## config.mk

```make
export PLATFORM = sky130hd
export DESIGN_NAME = flow_metered_dosing_controller_flat
export DESIGN_NICKNAME = d
export VERILOG_FILES = /design/src/hdl/fmdc_pkg.sv /design/src/hdl/fmdc_ifs.sv /design/src/hdl/fmdc_prep.sv /design/src/hdl/fmdc_core.sv /design/src/hdl/fmdc_vol.sv /design/src/hdl/flow_metered_dosing_controller.sv /design/src/flat_wrapper.sv
export SDC_FILE = /design/constraint.sdc
export NUM_CORES = 2
export LEC_CHECK = 0
export ABC_AREA = 1
export BUFFER_PORTS_ARGS = -buffer_cell sky130_fd_sc_hd__buf_4
export CAP_MARGIN = 40
export CORE_ASPECT_RATIO = 2
export CORE_MARGIN = 2
export CORE_UTILIZATION = 67
export CTS_CLUSTER_SIZE = 25
export DETAILED_ROUTE_END_ITERATION = 7
export PLACE_DENSITY = 0.93
export SYNTH_ARGS = -nofsm -noshare
export SYNTH_HDL_FRONTEND = slang
export SYNTH_HIERARCHICAL = 1
export SYNTH_SLANG_ARGS = --single-unit
```

## constraint.sdc

```tcl
create_clock -name clk -period 21.7 [get_ports clk]
set_input_delay 6.51 -clock clk [delete_from_list [all_inputs] [get_ports clk]]
set_output_delay 6.51 -clock clk [all_outputs]
set_load 0.005 [all_outputs]
```

## src/hdl/fmdc_pkg.sv

```systemverilog
// ============================================================================
// fmdc_pkg
// Shared types and codes for the flow metered dosing controller.
// ============================================================================
package fmdc_pkg;

  localparam int CFG_INDEX_W = 3;
  localparam int CFG_DATA_W  = 32;
  localparam int COUNT_W     = 24;

  typedef enum logic [1:0] {
    OP_START  = 2'd0,
    OP_SAMPLE = 2'd1,
    OP_ABORT  = 2'd2,
    OP_UNUSED = 2'd3
  } op_t;

  typedef enum logic [2:0] {
    ST_NONE    = 3'd0,
    ST_TARGET  = 3'd1,
    ST_TIMEOUT = 3'd2,
    ST_NO_FLOW = 3'd3,
    ST_ABORTED = 3'd4,
    ST_IGNORED = 3'd5
  } status_t;

  typedef enum logic [CFG_INDEX_W-1:0] {
    REG_PULSES_PER_UNIT = 3'd0,
    REG_PULSE_OFFSET    = 3'd1,
    REG_UNITS_PER_PULSE = 3'd2,
    REG_TIMEOUT         = 3'd3,
    REG_NO_FLOW_AFTER   = 3'd4
  } reg_index_t;

  // Item after the input stage: start target already scaled
  typedef struct packed {
    logic [1:0]         operation;
    logic               valve_select;
    logic [15:0]        window_pulses;
    logic [31:0]        now_us;
    logic [COUNT_W-1:0] target;
  } prep_t;

  // Item after the decision stage, volume still to be scaled
  typedef struct packed {
    logic               driver_enable;
    logic               valve_a_open;
    logic               valve_b_open;
    logic               finished;
    status_t            status;
    logic [COUNT_W-1:0] pulse_total;
  } core_res_t;

endpackage

```

## src/hdl/fmdc_ifs.sv

```systemverilog
// ============================================================================
// fmdc_ifs
// Command and result channels: valid/ready handshake with payload.
// ============================================================================
interface fmdc_cmd_if;
  logic        valid;
  logic        ready;
  logic [1:0]  operation;
  logic [15:0] target_volume;
  logic        valve_select;
  logic [15:0] window_pulses;
  logic [31:0] now_us;

  modport source (output valid, operation, target_volume, valve_select,
                  window_pulses, now_us, input ready);
  modport sink (input valid, operation, target_volume, valve_select,
                window_pulses, now_us, output ready);
endinterface

interface fmdc_res_if;
  logic        valid;
  logic        ready;
  logic        driver_enable;
  logic        pump_on;
  logic        valve_a_open;
  logic        valve_b_open;
  logic        finished;
  logic [2:0]  status;
  logic [15:0] volume_delivered;
  logic [23:0] pulse_total;

  modport source (output valid, driver_enable, pump_on, valve_a_open, valve_b_open,
                  finished, status, volume_delivered, pulse_total, input ready);
  modport sink (input valid, driver_enable, pump_on, valve_a_open, valve_b_open,
                finished, status, volume_delivered, pulse_total, output ready);
endinterface

```

## src/hdl/fmdc_prep.sv

```systemverilog
// ============================================================================
// fmdc_prep
// Input register; scales the requested volume into a pulse target.
// ============================================================================
module fmdc_prep (
  input  logic                             clk,
  input  logic                             rst,
  fmdc_cmd_if.sink                         cmd,
  input  logic [23:0]                      pulses_per_unit_q16,
  input  logic [23:0]                      pulse_offset_q16,
  output logic                             out_valid,
  output fmdc_pkg::prep_t                  out_data,
  input  logic                             out_ready
);
  import fmdc_pkg::*;

  logic [39:0]        prod;
  logic [39:0]        diff;
  logic [COUNT_W-1:0] target;

  // Truncate (gain*volume - offset) to whole pulses, floor at zero
  assign prod   = 40'(pulses_per_unit_q16) * 40'(cmd.target_volume);
  assign diff   = prod - 40'(pulse_offset_q16);
  assign target = (prod > 40'(pulse_offset_q16)) ? diff[39:16] : '0;

  assign cmd.ready = !out_valid || out_ready;

  always_ff @(posedge clk) begin
    if (rst) begin
      out_valid <= 1'b0;
    end else if (cmd.ready) begin
      out_valid <= cmd.valid;
    end
  end

  always_ff @(posedge clk) begin
    if (cmd.valid && cmd.ready) begin
      out_data.operation     <= cmd.operation;
      out_data.valve_select  <= cmd.valve_select;
      out_data.window_pulses <= cmd.window_pulses;
      out_data.now_us        <= cmd.now_us;
      out_data.target        <= target;
    end
  end
endmodule

```

## src/hdl/fmdc_core.sv

```systemverilog
// ============================================================================
// fmdc_core
// Run state and end-of-run decisions, one item per cycle unless out_ready stalls.
// ============================================================================
module fmdc_core (
  input  logic                     clk,
  input  logic                     rst,
  input  logic [31:0]              timeout_us,
  input  logic [31:0]              no_flow_after_us,
  input  logic                     in_valid,
  input  fmdc_pkg::prep_t          in_data,
  output logic                     in_ready,
  output logic                     out_valid,
  output fmdc_pkg::core_res_t      out_data,
  input  logic                     out_ready
);
  import fmdc_pkg::*;

  logic               running;
  logic               selected_valve;
  logic [COUNT_W-1:0] pulse_count;
  logic [COUNT_W-1:0] pulse_target;
  logic [31:0]        start_time;

  logic               running_next;
  logic               selected_valve_next;
  logic [COUNT_W-1:0] pulse_count_next;
  logic [COUNT_W-1:0] pulse_target_next;
  logic [31:0]        start_time_next;
  logic               fin;
  status_t            status;

  logic [31:0]        elapsed;
  logic [COUNT_W:0]   sum;
  logic [COUNT_W-1:0] sat_count;
  logic               dry;
  logic               fire;

  assign in_ready = !out_valid || out_ready;
  assign fire     = in_valid && in_ready;

  assign elapsed   = in_data.now_us - start_time;
  assign sum       = {1'b0, pulse_count} + (COUNT_W+1)'(in_data.window_pulses);
  assign sat_count = sum[COUNT_W] ? '1 : sum[COUNT_W-1:0];
  assign dry       = (in_data.window_pulses == '0) && (elapsed >= no_flow_after_us);

  always_comb begin
    running_next        = running;
    selected_valve_next = selected_valve;
    pulse_count_next    = pulse_count;
    pulse_target_next   = pulse_target;
    start_time_next     = start_time;
    fin                 = 1'b0;
    status              = ST_IGNORED;
    case (op_t'(in_data.operation))
      OP_START: begin
        if (!running) begin
          selected_valve_next = in_data.valve_select;
          pulse_count_next    = '0;
          pulse_target_next   = in_data.target;
          start_time_next     = in_data.now_us;
          if (in_data.target == '0) begin
            fin    = 1'b1;
            status = ST_TARGET;
          end else begin
            running_next = 1'b1;
            status       = ST_NONE;
          end
        end
      end
      OP_SAMPLE: begin
        if (running) begin
          pulse_count_next = sat_count;
          // Target beats no flow, no flow beats timeout
          if (sat_count >= pulse_target) begin
            running_next = 1'b0;
            fin          = 1'b1;
            status       = ST_TARGET;
          end else if (dry) begin
            running_next = 1'b0;
            fin          = 1'b1;
            status       = ST_NO_FLOW;
          end else if (elapsed >= timeout_us) begin
            running_next = 1'b0;
            fin          = 1'b1;
            status       = ST_TIMEOUT;
          end else begin
            status = ST_NONE;
          end
        end
      end
      OP_ABORT: begin
        if (running) begin
          running_next = 1'b0;
          fin          = 1'b1;
          status       = ST_ABORTED;
        end
      end
      default: begin
        status = ST_IGNORED;
      end
    endcase
  end

  always_ff @(posedge clk) begin
    if (rst) begin
      running        <= 1'b0;
      selected_valve <= 1'b0;
      pulse_count    <= '0;
      pulse_target   <= '0;
      start_time     <= '0;
      out_valid      <= 1'b0;
    end else begin
      if (in_ready) begin
        out_valid <= in_valid;
      end
      if (fire) begin
        running        <= running_next;
        selected_valve <= selected_valve_next;
        pulse_count    <= pulse_count_next;
        pulse_target   <= pulse_target_next;
        start_time     <= start_time_next;
      end
    end
  end

  always_ff @(posedge clk) begin
    if (fire) begin
      out_data.driver_enable <= running_next;
      out_data.valve_a_open  <= running_next && !selected_valve_next;
      out_data.valve_b_open  <= running_next && selected_valve_next;
      out_data.finished      <= fin;
      out_data.status        <= status;
      out_data.pulse_total   <= pulse_count_next;
    end
  end
endmodule

```

## src/hdl/fmdc_vol.sv

```systemverilog
// ============================================================================
// fmdc_vol
// Output register; scales the final pulse count into delivered volume.
// ============================================================================
module fmdc_vol (
  input  logic                     clk,
  input  logic                     rst,
  input  logic [15:0]              units_per_pulse_q16,
  input  logic                     in_valid,
  input  fmdc_pkg::core_res_t      in_data,
  output logic                     in_ready,
  fmdc_res_if.source               res
);
  import fmdc_pkg::*;

  logic [39:0] vprod;
  logic [15:0] volume;

  // Drop the fraction, saturate to 16 bits
  assign vprod  = 40'(in_data.pulse_total) * 40'(units_per_pulse_q16);
  assign volume = (vprod[39:32] != '0) ? 16'hFFFF : vprod[31:16];

  assign in_ready = !res.valid || res.ready;

  always_ff @(posedge clk) begin
    if (rst) begin
      res.valid <= 1'b0;
    end else if (in_ready) begin
      res.valid <= in_valid;
    end
  end

  always_ff @(posedge clk) begin
    if (in_valid && in_ready) begin
      res.driver_enable    <= in_data.driver_enable;
      res.pump_on          <= in_data.driver_enable;
      res.valve_a_open     <= in_data.valve_a_open;
      res.valve_b_open     <= in_data.valve_b_open;
      res.finished         <= in_data.finished;
      res.status           <= in_data.status;
      res.volume_delivered <= in_data.finished ? volume : '0;
      res.pulse_total      <= in_data.pulse_total;
    end
  end
endmodule

```

## src/hdl/flow_metered_dosing_controller.sv

```systemverilog
// Pipeline: a command passes through the input, decision and output registers
//   before its result is presented on res.
// Throughput: one command per cycle unless res.ready stalls; run state updates per command.
// Reset: synchronous, active high; clears the run state, empties all stages
//   and loads the calibration registers with their default values.
// ============================================================================
// flow_metered_dosing_controller
// Batch dosing controller driven by flow meter sample windows.
// ============================================================================
module flow_metered_dosing_controller (
  input  logic                               clk,
  input  logic                               rst,
  fmdc_cmd_if.sink                           cmd,
  fmdc_res_if.source                         res,
  input  logic                               cfg_wr_en,
  input  logic [fmdc_pkg::CFG_INDEX_W-1:0]   cfg_index,
  input  logic [fmdc_pkg::CFG_DATA_W-1:0]    cfg_wdata
);
  import fmdc_pkg::*;

  // Calibration and limit registers
  logic [23:0] pulses_per_unit_q16;
  logic [23:0] pulse_offset_q16;
  logic [15:0] units_per_pulse_q16;
  logic [31:0] timeout_us;
  logic [31:0] no_flow_after_us;

  // Stage links
  logic      prep_valid;
  prep_t     prep_data;
  logic      prep_ready;
  logic      core_valid;
  core_res_t core_data;
  logic      core_ready;

  // Register writes: indices beyond the list are dropped
  always_ff @(posedge clk) begin
    if (rst) begin
      pulses_per_unit_q16 <= 24'd135242;
      pulse_offset_q16    <= 24'd250959;
      units_per_pulse_q16 <= 16'd31758;
      timeout_us          <= 32'd60000000;
      no_flow_after_us    <= 32'd20000000;
    end else if (cfg_wr_en) begin
      unique case (reg_index_t'(cfg_index))
        REG_PULSES_PER_UNIT: pulses_per_unit_q16 <= cfg_wdata[23:0];
        REG_PULSE_OFFSET:    pulse_offset_q16    <= cfg_wdata[23:0];
        REG_UNITS_PER_PULSE: units_per_pulse_q16 <= cfg_wdata[15:0];
        REG_TIMEOUT:         timeout_us          <= cfg_wdata;
        REG_NO_FLOW_AFTER:   no_flow_after_us    <= cfg_wdata;
        default: begin
        end
      endcase
    end
  end

  // Input register: hold the command and its scaled pulse target
  fmdc_prep u_prep (
    .clk                 (clk),
    .rst                 (rst),
    .cmd                 (cmd),
    .pulses_per_unit_q16 (pulses_per_unit_q16),
    .pulse_offset_q16    (pulse_offset_q16),
    .out_valid           (prep_valid),
    .out_data            (prep_data),
    .out_ready           (prep_ready)
  );

  // Decision stage: advance the run state, pick the end cause
  fmdc_core u_core (
    .clk              (clk),
    .rst              (rst),
    .timeout_us       (timeout_us),
    .no_flow_after_us (no_flow_after_us),
    .in_valid         (prep_valid),
    .in_data          (prep_data),
    .in_ready         (prep_ready),
    .out_valid        (core_valid),
    .out_data         (core_data),
    .out_ready        (core_ready)
  );

  // Output register: delivered volume and the result transfer
  fmdc_vol u_vol (
    .clk                 (clk),
    .rst                 (rst),
    .units_per_pulse_q16 (units_per_pulse_q16),
    .in_valid            (core_valid),
    .in_data             (core_data),
    .in_ready            (core_ready),
    .res                 (res)
  );
endmodule

```

## src/flat_wrapper.sv

```systemverilog
// flat-port wrapper written by rule: the top's interface ports become plain ports
module flow_metered_dosing_controller_flat import fmdc_pkg::*;
  (clk, rst, cfg_wr_en, cfg_index, cfg_wdata, cmd_valid, cmd_operation, cmd_target_volume, cmd_valve_select, cmd_window_pulses, cmd_now_us, cmd_ready, res_valid, res_driver_enable, res_pump_on, res_valve_a_open, res_valve_b_open, res_finished, res_status, res_volume_delivered, res_pulse_total, res_ready);
  fmdc_cmd_if cmd_i ();
  fmdc_res_if res_i ();
  input  logic clk;
  input  logic rst;
  input  logic cfg_wr_en;
  input  logic [fmdc_pkg::CFG_INDEX_W-1:0] cfg_index;
  input  logic [fmdc_pkg::CFG_DATA_W-1:0] cfg_wdata;
  input wire logic [$bits(cmd_i.valid)-1:0] cmd_valid;
  input wire logic [$bits(cmd_i.operation)-1:0] cmd_operation;
  input wire logic [$bits(cmd_i.target_volume)-1:0] cmd_target_volume;
  input wire logic [$bits(cmd_i.valve_select)-1:0] cmd_valve_select;
  input wire logic [$bits(cmd_i.window_pulses)-1:0] cmd_window_pulses;
  input wire logic [$bits(cmd_i.now_us)-1:0] cmd_now_us;
  output wire logic [$bits(cmd_i.ready)-1:0] cmd_ready;
  output wire logic [$bits(res_i.valid)-1:0] res_valid;
  output wire logic [$bits(res_i.driver_enable)-1:0] res_driver_enable;
  output wire logic [$bits(res_i.pump_on)-1:0] res_pump_on;
  output wire logic [$bits(res_i.valve_a_open)-1:0] res_valve_a_open;
  output wire logic [$bits(res_i.valve_b_open)-1:0] res_valve_b_open;
  output wire logic [$bits(res_i.finished)-1:0] res_finished;
  output wire logic [$bits(res_i.status)-1:0] res_status;
  output wire logic [$bits(res_i.volume_delivered)-1:0] res_volume_delivered;
  output wire logic [$bits(res_i.pulse_total)-1:0] res_pulse_total;
  input wire logic [$bits(res_i.ready)-1:0] res_ready;
  assign cmd_i.valid = cmd_valid;
  assign cmd_i.operation = cmd_operation;
  assign cmd_i.target_volume = cmd_target_volume;
  assign cmd_i.valve_select = cmd_valve_select;
  assign cmd_i.window_pulses = cmd_window_pulses;
  assign cmd_i.now_us = cmd_now_us;
  assign cmd_ready = cmd_i.ready;
  assign res_valid = res_i.valid;
  assign res_driver_enable = res_i.driver_enable;
  assign res_pump_on = res_i.pump_on;
  assign res_valve_a_open = res_i.valve_a_open;
  assign res_valve_b_open = res_i.valve_b_open;
  assign res_finished = res_i.finished;
  assign res_status = res_i.status;
  assign res_volume_delivered = res_i.volume_delivered;
  assign res_pulse_total = res_i.pulse_total;
  assign res_i.ready = res_ready;
  flow_metered_dosing_controller u_core (.clk(clk), .rst(rst), .cmd(cmd_i), .res(res_i), .cfg_wr_en(cfg_wr_en), .cfg_index(cfg_index), .cfg_wdata(cfg_wdata));
endmodule
```

# After elaboration in Yosys (flattened, before gate mapping)
# Index checks and enable logic that the tools add are counted.
word_totals:
  wordCells: 101
  input_bits: 107
  reg_bits: 366
  output_inout_bits: 50
classes:
  muxes: 30
  n_addsub: 3
  multipliers: 2
  n_reduce_logical: 24
  bitwise: 1
  order_cmp: 4
  n_eq_ne: 6
ops:
  columns: ["op", "count"]
  rows:
  - ["$mul 24x16->40", 2]
  - ["$mux 24", 3]
  - ["$ge 32x32->1", 2]
  - ["$pmux 24 s2", 1]
  - ["$gt 40x24->1", 1]
  - ["$sub 40x24->40", 1]
  - ["$sub 32x32->32", 1]
  - ["$add 24x16->25", 1]
  - ["$ge 24x24->1", 1]
  - ["$logic_not 24->1", 1]
  - ["$mux 1", 17]
  - ["$logic_not 16->1", 1]
  - ["$mux 16", 1]
  - ["$reduce_and 2->1", 5]
  - ["$pmux 3 s3", 1]
  - ["$reduce_bool 8->1", 1]
  - ["$eq 3x2->1 const B", 2]
  - ["$logic_and 1x1->1", 6]
  - ["$mux 2", 3]
  - ["$mux 3", 2]
  - ["$pmux 1 s3", 2]
  - ["$logic_not 1->1", 4]
  - ["$eq 3x1->1 const B", 1]
  - ["$eq 3x3->1 const B", 1]
  - ["7 further kinds", 9]

# Depth between registers and ports, before layout
depth:
  ltp_word: 8
  mapped_depth: 42
  ltp_nobuf: 40

# Modules after synthesis
# Netlist, hierarchy kept.
modules_own_cells:
  columns: ["mod", "area_per_inst_um2", "cells_each", "seq_area_each_um2", "n_inst"]
  rows:
  - ["fmdc_prep", 18018.5, 2447, 2272.2, 1]
  - ["fmdc_vol", 14727.9, 1882, 1431.4, 1]
  - ["fmdc_core", 9970.8, 1475, 2592.5, 1]
  - ["flow_metered_dosing_controller", 4923.5, 696, 2562.5, 1]

# Worst setup path after synthesis
# Ideal clock, no wire load.
synth_timing:
  path_kind: "in2out"
  startpoint: "input port res_ready"
  endpoint: "output port cmd_ready"
  path_buffers: 0
  cell_stages: 6
  required_time_ps: 15190
  path_slack_ps: 8341
  arrival_time_ps: 6849
  path_cell_list: "inv_1 -> nand2_1 -> inv_1 -> nand2_1 -> inv_1 -> nand2_1"
synth_via:
  elab_chain_cells: 3
synth_lines:
  columns: ["element", "line", "text"]
  rows:
  - ["start, declared", "flat_wrapper.sv:27", "input wire logic [$bits(res_i.ready)-1:0] res_ready;"]
  - ["$logic_or 1x1->1", "fmdc_vol.sv:23", "assign in_ready = !res.valid || res.ready;"]
  - ["named net u_core.core_ready", "flow_metered_dosing_controller.sv:34", "logic core_ready;"]
  - ["$logic_or 1x1->1", "fmdc_core.sv:39", "assign in_ready = !out_valid || out_ready;"]
  - ["named net u_core.prep_ready", "flow_metered_dosing_controller.sv:31", "logic prep_ready;"]
  - ["$logic_or 1x1->1", "fmdc_prep.sv:26", "assign cmd.ready = !out_valid || out_ready;"]
  - ["end, declared", "flat_wrapper.sv:17", "output wire logic [$bits(cmd_i.ready)-1:0] cmd_ready;"]
# The timed path passes the listed nets, and every way through them passes these cells.

# Final worst setup path
# Same ends and word-level chain as after synthesis.

==> qor.txt <==
maximum VDD drop: 0.184 mV
Hold Path Origin: u_core/u_core/out_data[29]$_DFFE_PP_
CTS resizes: 0
post-layout min period: 13.83 ns
Post-CTS Setup Bufs: 0
Synth Area in Compound Gates: 0.0571
Slew Limit Fails: 0
final hold viol count: 0
status: complete, but fails checks
Synth Area in Adders: 0.357
Final nets: 7628
failing checks: DRC
Die ar.: 73400 µm²
num rows: 138
I/O pins: 157
routability-driven placement congestion ratio: 1.10
global-route wire length before repair: 273000 µm
Final WS setup: 7.87 ns
Tcrit/Tclk final: 0.637
vias in the first global route: 48700
# DRC: 1
Die Ht: 381 µm
starting density of the core: 0.675
CTS sink cnt: 366
Net Count, Synth: 7600
worst skew pair latency: 0.65 ns
Synth Register Bits: 366
fmax: 72.3 MHz
fin util: 0.725
Sum Neg Setup Slack: 0 ns
Clk pin slew, worst setup/hold paths: 0.07 ns
Slew HR: 0.343
Detailed Route WL: 178000 µm
syn avg cell area: 7.33 µm²
largest cells by area after synthesis: fa_1, nand2_1, inv_1
1st-iter DRT viols: 4568
CP startpoint kind: input port
xor/xnor share of the synthesized area: 0.0165
worst hold path class: flop to flop
gr ovfl total: 0
htree depth: 2
setup violators final: 0
Avg WL per Cell: 23.9 µm
CTS buffer count: 36
drt pass-1 iters: 8
TritonCTS clock tree: done
CP Capture Type: output pin
Synth top area share: 0.258
Tot GR Track Use: 0.510
Port Buffer Count: 156
PD cells: 138 nW/µm²
Synth area leader: fa_1
Worst Skew: 0.0483 ns
FFs w/ async S/R, synth: 0
post-synthesis sequential area ratio: 0.186
Core ar.: 70600 µm²
main combinational cell family by area after synthesis: adder cells
ys flop type: dfxtp_1
simple-gate share of the synthesized area: 0.236
Vias/cell: 6.04
Hold WS: 0.422 ns
via count: 45100
crit path kind: input port to output pin
pin count of the biggest net entering global routing: 72
# Max-Cap Violations: 0
clk buf depth: 3
Worst-Margin Slew: 0.984 ns
synth warn: 6
setup repair after global routing missed its margin: no
Post-Syn Area: 47600 µm²
post-synthesis mux area share: 0
data required time of the worst path: 15.19 ns
Syn Inst Count: 6500
number of flops mapped to enable cells by yosys: 153
LEAKAGE: 27.9 nW
CTS root buffer: clkbuf_16
ANT nets after route: 0
initial antenna violation count: 16
peak fanout along the critical path: 3
hold buffer count at CTS: 0
worst slack, placed: 7.56 ns
layout cell share with drive strength beyond 1: 0.0670
arrival time worst endpoint: 7.32 ns
die width: 193 µm
crit path from: res_ready
post-synth cell types: 52
Area Overhead vs Synth: 7.51%
DP Wirelength: 135000 µm
worst r2r src: u_core/pulses_per_unit_q16[7]$_SDFFE_PP0P_
## layer usage
metal	GRT usage	vias up	wire, µm
met1	0.432	20700	47000
met4	0.574	18	27300
met3	0.229	1723	19900
met5	0.0398	-	289
li1	-	19400	-
met2	0.812	3312	83800
## layout by cell type (no fill, tap or decap), types with 10 or more instances in the layout
master / count
o21ai_0: 65
buf_4: 200
buf_16: 13
clkbuf_16: 38
buf_8: 17
nand3_1: 262
nand2_1: 1752
nor2_4: 13
nor4_1: 16
nor2_2: 16
o21a_1: 14
inv_2: 20
clkinv_1: 10
xor2_1: 51
dfxtp_1: 213
edfxtp_1: 153
a31oi_1: 17
a21oi_1: 231
fa_1: 613
nand4_1: 37
xnor2_1: 37
o21ai_1: 52
a21o_1: 20
nand3_2: 20
nand2_2: 61
inv_1: 1573
a211oi_1: 55
nor2_1: 500
ha_1: 380
nor3_1: 30
## metrics by stage
| stage | cell area, µm² | std cells | total power, mW |
|---|---|---|---|
| after floorplan | 47600 | 6500 | 4.49 |
| after global placement | 49300 | 7364 | 5.95 |
| after detailed placement | 49800 | 7389 | 6.05 |
| after CTS | 51000 | 7454 | 6.76 |
| after global routing | 51200 | 7467 | 7.53 |
| final | 51200 | 7472 | 7.04 |
## worst paths after layout
check | cells after the start | slack (ns) | endpoint
hold / removal | 0 | 0.42 | u_core/u_vol/res.valve_a_open$_DFFE_PP_
setup / recovery | 8 | 7.87 | cmd_ready
setup reg to reg | 32 | 13.30 | u_core/u_prep/out_data[0]$_SDFFCE_PP0P_
hold reg to reg | 0 | 0.42 | u_core/u_vol/res.valve_a_open$_DFFE_PP_
## critical path, cell delays in order
cell     delay [ns]
buf_4          0.11
inv_1          0.11
nand2_1        0.08
inv_1          0.06
nand2_1        0.09
inv_1          0.14
nand2_1        0.09
buf_4          0.14
## report_power, final
group / switching (mW) / internal [mW]
combinational: 3.72 / 1.76
sequential: 0.0415 / 0.825
clock: 0.318 / 0.377
## registers in the layout (all words and copies together) (netlist names)
name / cells
u_core/u_prep/out_data: 75
u_core/no_flow_after_us: 32
u_core/timeout_us: 32
u_core/u_core/start_time: 32
u_core/u_core/out_data: 31
u_core/pulse_offset_q16: 24
u_core/pulses_per_unit_q16: 24
u_core/u_core/pulse_count: 24
u_core/u_core/pulse_target: 24
u_core/u_vol/res.pulse_total: 24
u_core/u_vol/res.volume_delivered: 16
u_core/units_per_pulse_q16: 16
u_core/u_vol/res.status: 3
u_core/u_core/out_valid: 1
u_core/u_core/running: 1
u_core/u_core/selected_valve: 1
u_core/u_prep/out_valid: 1
u_core/u_vol/res.finished: 1
u_core/u_vol/res.pump_on: 1
u_core/u_vol/res.valid: 1
u_core/u_vol/res.valve_a_open: 1
u_core/u_vol/res.valve_b_open: 1
## cell type report
class	instances	area, µm²
multi-input cells	4290	31800
fillers	5338	19400
flip-flops and latches	366	8860
inverters	1601	6010
repair buffers	233	2140
well taps	910	1140
clock buffers	45	1020
clock inverters	20	231
diodes	7	17.5
## cells in the mapped netlist (20+ instances only)
cell type  instances
a211oi_1          55
a21o_1            20
a21oi_1          233
buf_2             27
clkbuf_1         200
dfxtp_1          213
edfxtp_1         153
fa_1             613
ha_1             380
inv_1           1574
inv_2             20
nand2_1         1752
nand2_2           61
nand3_1          262
nand3_2           20
nand4_1           37
nor2_1           501
nor3_1            30
o21ai_0           65
o21ai_1           52
xnor2_1           37
xor2_1            51
## kinds of logic after synthesis
logic type	after synthesis
simple gates	2727
xor+xnor	89
flops	366
fa+ha+maj	993
buf+inv	1844
compound gates	481
No activity file was read; power rests on OpenSTA's default activity.
